## config.mk

```make
export PLATFORM = sky130hd
export DESIGN_NAME = vnorm_step
export DESIGN_NICKNAME = d
export VERILOG_FILES = /design/src/design/vnorm_pkg.sv /design/src/design/vnorm_step.sv
export SDC_FILE = /design/constraint.sdc
export NUM_CORES = 2
export LEC_CHECK = 0
export BUFFER_PORTS_ARGS = -buffer_cell sky130_fd_sc_hd__buf_2
export CAP_MARGIN = 40
export CORE_AREA = 2 2 639 641
export DETAILED_ROUTE_END_ITERATION = 8
export DIE_AREA = 0 0 641 643
export SLEW_MARGIN = 20
export SYNTH_ARGS = -nofsm -noshare
export SYNTH_HDL_FRONTEND = slang
export SYNTH_SLANG_ARGS = --single-unit
```

## constraint.sdc

```tcl
create_clock -name i_clk -period 16.15 [get_ports i_clk]
set_input_delay 2.4225 -clock i_clk [delete_from_list [all_inputs] [get_ports i_clk]]
set_output_delay 2.4225 -clock i_clk [all_outputs]
set_load 0.03 [all_outputs]
```

## src/design/vnorm_pkg.sv

```systemverilog
// ----------------------------------------------------------------------------
// vnorm_pkg
// Shared constants for the four-component vector normalizer.
// ----------------------------------------------------------------------------
package vnorm_pkg;

    localparam int COMP_WIDTH_DEF = 16;
    localparam int FRAC_BITS_DEF  = 13;
    localparam int N_LANES        = 4;

endpackage

```

## src/design/vnorm_step.sv

```systemverilog
// ----------------------------------------------------------------------------
// vnorm_step
// One restoring step of the scaled quotient search: tries bit BIT of each
// lane's quotient q, keeping q^2*S and q*S as running sums.
// ----------------------------------------------------------------------------
module vnorm_step #(
    parameter int CW  = vnorm_pkg::COMP_WIDTH_DEF,
    parameter int F   = vnorm_pkg::FRAC_BITS_DEF,
    parameter int BIT = 0
) (
    input  logic                i_clk,
    input  logic                i_rst_n,
    input  logic                i_en,
    input  logic                i_valid,
    input  logic [2*CW:0]       i_s,
    input  logic [2*CW+2*F+2:0] i_t    [vnorm_pkg::N_LANES],
    input  logic [2*CW+2*F+2:0] i_p    [vnorm_pkg::N_LANES],
    input  logic [2*CW+F+1:0]   i_qs   [vnorm_pkg::N_LANES],
    input  logic [F:0]          i_q    [vnorm_pkg::N_LANES],
    input  logic [CW-1:0]       i_comp [vnorm_pkg::N_LANES],
    input  logic                i_pass,
    output logic                o_valid,
    output logic [2*CW:0]       o_s,
    output logic [2*CW+2*F+2:0] o_t    [vnorm_pkg::N_LANES],
    output logic [2*CW+2*F+2:0] o_p    [vnorm_pkg::N_LANES],
    output logic [2*CW+F+1:0]   o_qs   [vnorm_pkg::N_LANES],
    output logic [F:0]          o_q    [vnorm_pkg::N_LANES],
    output logic [CW-1:0]       o_comp [vnorm_pkg::N_LANES],
    output logic                o_pass
);
    import vnorm_pkg::*;

    localparam int SW = 2*CW + 1;
    localparam int PW = 2*CW + 2*F + 3;
    localparam int QW = SW + F + 1;

    logic          r_valid;
    logic [SW-1:0] r_s;
    logic [PW-1:0] r_t    [N_LANES];
    logic [PW-1:0] r_p    [N_LANES];
    logic [QW-1:0] r_qs   [N_LANES];
    logic [F:0]    r_q    [N_LANES];
    logic [CW-1:0] r_comp [N_LANES];
    logic          r_pass;

    logic [PW-1:0] n_p    [N_LANES];
    logic [QW-1:0] n_qs   [N_LANES];
    logic [F:0]    n_q    [N_LANES];
    logic [PW-1:0] cand   [N_LANES];

    always_comb begin
        for (int l = 0; l < N_LANES; l++) begin
            cand[l] = i_p[l] + (PW'(i_qs[l]) << (BIT + 1)) + (PW'(i_s) << (2*BIT));
            if (cand[l] <= i_t[l]) begin
                n_p[l]  = cand[l];
                n_qs[l] = i_qs[l] + (QW'(i_s) << BIT);
                n_q[l]  = i_q[l] | ((F+1)'(1) << BIT);
            end else begin
                n_p[l]  = i_p[l];
                n_qs[l] = i_qs[l];
                n_q[l]  = i_q[l];
            end
        end
    end

    always_ff @(posedge i_clk) begin
        if (!i_rst_n) begin
            r_valid <= 1'b0;
        end else if (i_en) begin
            r_valid <= i_valid;
        end
    end

    always_ff @(posedge i_clk) begin
        if (i_en) begin
            r_s    <= i_s;
            r_t    <= i_t;
            r_p    <= n_p;
            r_qs   <= n_qs;
            r_q    <= n_q;
            r_comp <= i_comp;
            r_pass <= i_pass;
        end
    end

    assign o_valid = r_valid;
    assign o_s     = r_s;
    assign o_t     = r_t;
    assign o_p     = r_p;
    assign o_qs    = r_qs;
    assign o_q     = r_q;
    assign o_comp  = r_comp;
    assign o_pass  = r_pass;

endmodule

```

After elaboration in Yosys (flattened, before gate mapping)
Index checks and enable logic that the tools add are counted.

Bits in latches: 0. Output and inout bits: 831. ROM bits: 0. Memories: 0. Word-level logic and storage cells: 51. Memory bits (writable): 0. Register bits: 831. Bits of input ports: 834.

Add/sub/neg operators: 12. Muxes and demuxes: 8. Divide/modulo/power cells: 0. Reductions and logical operators: 0. Magnitude comparators: 4. Shifts and indexed selects: 0. $mul: 0. Bitwise gates (word level): 0. Equal/unequal tests: 0.

Operators by type and width (number): 61-bit by 33-bit adder with 61-bit output (4); 61-bit by 48-bit adder with 61-bit output (4); 61-bit less-or-equal comparator (4); 61-bit 2-to-1 mux (4); 47-bit by 33-bit adder with 47-bit output (4); 47-bit 2-to-1 mux (4).

Depth between registers and ports, before layout
Depth after elaboration: 4. Gate-level depth with buffers: 28. Depth with buffers taken out: 25.

Worst setup path before layout
No wires, ideal clock.

Path kind: input -> register. From: input i_s[1]. To: register r_p, in the netlist o_p[107] (data pin). Arrival: 7795 ps. Setup slack: 8095 ps. Stages on the path: 26. Required time: 15890 ps. Setup time: 260 ps. Buffers on the path: 3. Path through: fa_1 ha_1 inv_1 fa_1 nor2b_1 o31a_1 o21ai_1 a2111oi_2 o21ai_0 o2111ai_1 a31o_2 a21o_1 buf_2 nand2_1 xnor2_1 ha_1 nand4_1 nor4_1 nand4_1 nor4_1 and2_1 nor2_1 a21oi_2 buf_2 buf_2 mux2_2.

RTL lines: from (decl) (RTL line vnorm_step.sv:15) `input logic [2*CW:0] i_s,`; to (signal assigned) (RTL line vnorm_step.sv:78) `r_p <= n_p;`; to (decl) (RTL line vnorm_step.sv:40) `logic [PW-1:0] r_p [N_LANES];`.

==> out/qor.txt <==
post-synthesis mux area share = 3.53%
First DRT Iteration DRCs = 4,841
GPL Wtd Cong = 0.956
WHS Path Cells = 2
H-tree depth = 3
dpl cell area = 73,500 um^2
slowest cell delay on critical path = 0.68 ns
final setup TNS = 0 ns
Max Clk Rate = 95.7 MHz
Rel. slew slack = 28.8%
final wirelength = 403,000 um
Register-to-Register Path Depth = 2
Worst Max-Slew Pin Slew = 1.07 ns
Die Area = 412,000 um^2
Req. time, crit path = 16.75 ns
Mapped Area = 58,300 um^2
Max clock buf depth = 4
final worst path period need = 10.45 ns
Max VDD drop = 0.0000959 V
Die W = 641 um
Synth Area in XOR/XNOR = 6.48%
Crit Path Category = input port to flop
sequential fraction of the synthesis area = 42.8%
post-synth net total = 6,962
via count = 52,591
drt drc = 0
Slew Limit Fails = 0
ys async rst share = 0%
post-layout net count = 8,678
Cells after DPL = 12,376
Primary FF master, synth = edfxtp_1
CP dominant cell by count = buf_4
first-pass GRT wire length = 505,000 um
Pleak = 0.0335 uW
final setup violation count = 0
Post-Synth Adder-Cell Area = 18.2%
reg2reg start = o_valid$_SDFFE_PN0P_
Cells after Synth = 5,360
worst-path maximum fanout = 61
CTS Root Cell = clkbuf_16
port bufs = 1,664
largest family of logic cells by synthesized area = adder cells
Worst Skew = 0 ns
# IOs = 1,665
finished layout cell area = 78,000 um^2
Rows = 234
maxcap violations = 0
Crit path depth = 25
RR Endpoint = o_valid$_SDFFE_PN0P_
Initial Utilization = 14.4%
Post-synth EDFFs = 830
library cells used by synthesis = 96
Worst-path clk slew = 0.06 ns
Post-CTS Setup Repair Bufs = 0
ANT nets after route = 0
Worst path slowest cell = buf_4
CTS resizes = 0
crit end category = flop
Worst R2R Setup Slack = 15.53 ns
antenna violations before repair = 163
layout cells sized above 1 = 30.4%
global route total overflow = 0
WP buf/inv = 4
Core Footprint = 405,000 um^2
kind of cell adding the most delay to the critical path = compound AO/OA/AOI/OAI gates
CP endpoint = o_qs[57]$_DFFE_PP_
syn_area_per_cell = 10.9 um^2
DR WL/cell = 31.6 um
drt pass-1 iters = 5
GRT Util Overall = 18.7%
CTS hold repair buffers = 0
YS warnings = 0
Die Span Y = 643 um
Clock Sinks = 831
Synth Register Bits = 831
simple-gate share of the synthesized area = 10.3%
Compound-Gate Fraction of Synth Area = 15.1%
CTS tree = yes
clk_lat worst skew = 0.89 ns
DR vias/cell = 4.13
final period utilization = 64.7%
origin of the worst setup path = i_s[9]
total CTS buffers = 122
filler-free cell count of the finished design = 12,729
pwr dens = 125 nW/um^2
status = completed
Arr. time, crit path = 11.05 ns
Final Total Pwr = 9740 uW
largest net degree at the start of global routing = 131
RSZ-0062 raised after global routing = false
vias in the first global route = 50,184
area delta synth->final = 33.8%
crit path launch type = input port
HPWL Detailed = 349,000 um
worst min path class = flop to flop
final hold vios = 0
flip-flops by register name (all words and copies together), names as in the netlist:
signal / flops
o_t: 244
o_pass: 1
o_s: 33
o_p: 244
o_valid: 1
o_comp: 64
o_q: 56
o_qs: 188
placed cells by master (no fill, tap or decap), types with 11 or more instances in the layout:
cell type,Yosys,final
nand4_1,128,128
xnor2_1,271,271
o21ai_0,240,239
clkinv_2,0,19
xor2_1,160,160
inv_1,368,367
nand2_1,366,365
nor2_1,315,315
o21bai_1,44,44
and4_1,24,24
diode_2,0,124
clkinv_4,0,17
ha_1,632,632
a211oi_1,37,37
a21boi_0,13,13
a21oi_1,471,471
and3_1,56,56
fa_1,136,136
o2111ai_1,11,11
edfxtp_1,830,830
clkbuf_16,0,124
and2_1,29,30
o31ai_1,21,21
nor3_1,56,56
buf_2,28,1666
or3_1,18,18
nor2b_1,47,47
nor4_1,22,22
buf_4,3,66
o211ai_1,34,34
o21a_1,45,45
a21o_1,277,277
bufinv_16,0,17
a31oi_1,43,42
nand3_1,108,108
clkinv_1,0,17
mux2_2,180,180
nand2b_1,35,35
through the flow:
step	util, %	hold WS (ns)	worst slack, ns
CTS	19.2	0.528	5.95
finish	19.3	0.531	5.70
global route	19.2	0.558	5.41
detailed placement	18.1	0.514	4.96
floorplan	-	0.640	8.09
global placement	18.1	0.495	4.94
cell families after synthesis:
family,Yosys count
simple gates,1248
buf+inv,521
xor+xnor,431
compound gates,1378
fa+ha+maj,768
mux,183
flops,831
power by group:
part | internal [uW] | switching (uW) | leakage [uW]
combinational | 1230 | 2730 | 0.0234
clock | 1680 | 1220 | 0.00202
sequential | 2750 | 127 | 0.00813
Yosys cell counts (11+ instances only):
| master | count | area (um^2) |
|---|---|---|
| xnor2_1 | 271 | 2370 |
| or3_1 | 18 | 113 |
| nand2b_1 | 35 | 219 |
| and4_1 | 24 | 210 |
| o2111ai_1 | 11 | 96.3 |
| a31oi_1 | 43 | 269 |
| o21ai_0 | 240 | 1200 |
| o31ai_1 | 21 | 158 |
| fa_1 | 136 | 2720 |
| nor4_1 | 22 | 138 |
| a21boi_0 | 13 | 97.6 |
| inv_1 | 368 | 1380 |
| o21a_1 | 45 | 338 |
| edfxtp_1 | 830 | 24900 |
| o211ai_1 | 34 | 255 |
| a211oi_1 | 37 | 278 |
| nor2b_1 | 47 | 294 |
| nor2_1 | 315 | 1180 |
| and3_1 | 56 | 350 |
| buf_2 | 28 | 140 |
| ha_1 | 632 | 7910 |
| a21o_1 | 277 | 2080 |
| a21oi_1 | 471 | 2360 |
| o21bai_1 | 44 | 330 |
| nand3_1 | 108 | 541 |
| nor3_1 | 56 | 280 |
| nand4_1 | 128 | 801 |
| clkbuf_1 | 93 | 349 |
| xor2_1 | 160 | 1400 |
| and2_1 | 29 | 181 |
| nand2_1 | 366 | 1370 |
| mux2_2 | 180 | 2030 |
| buf_1 | 17 | 63.8 |
area by class of cell:
type                            count  area (um^2)
Sequential cell                   831        24900
Timing Repair Buffer             1745         9090
Clock buffer                      133         3140
Tap cell                         5428         6790
Clock inverter                     92         1030
Inverter                          368         1380
Antenna cell                      124          310
Fill cell                       45051       327000
Multi-Input combinational cell   4008        31300
worst reg2reg max path: cells and delay by family, from the launching register on:
family,cells,cell delay (ns)
flops,1,0.31
mux,1,0.15
simple gates,1,0.06
how the worst min path moves through the flow:
stage	startpoint	end
3_5_place_dp	o_valid$_SDFFE_PN0P_	o_valid$_SDFFE_PN0P_
3_3_place_gp	o_valid$_SDFFE_PN0P_	o_valid$_SDFFE_PN0P_
4_1_cts	o_valid$_SDFFE_PN0P_	o_valid$_SDFFE_PN0P_
5_1_grt	o_valid$_SDFFE_PN0P_	o_valid$_SDFFE_PN0P_
2_1_floorplan	o_valid$_SDFFE_PN0P_	o_valid$_SDFFE_PN0P_
6_report	o_valid$_SDFFE_PN0P_	o_valid$_SDFFE_PN0P_
per-layer routing:
metal | GRT usage [%] | wire length [um] | share of wire [%] | up-vias
met5 | 0 | 328 | 0.081 | -
met4 | 10.4 | 24000 | 6.0 | 52
met3 | 7.92 | 44600 | 11 | 579
met2 | 29.3 | 180000 | 45 | 2532
met1 | 21.4 | 153000 | 38 | 25913
li1 | - | - | - | 23515
Note: power is estimated with default switching activity, not from simulation.
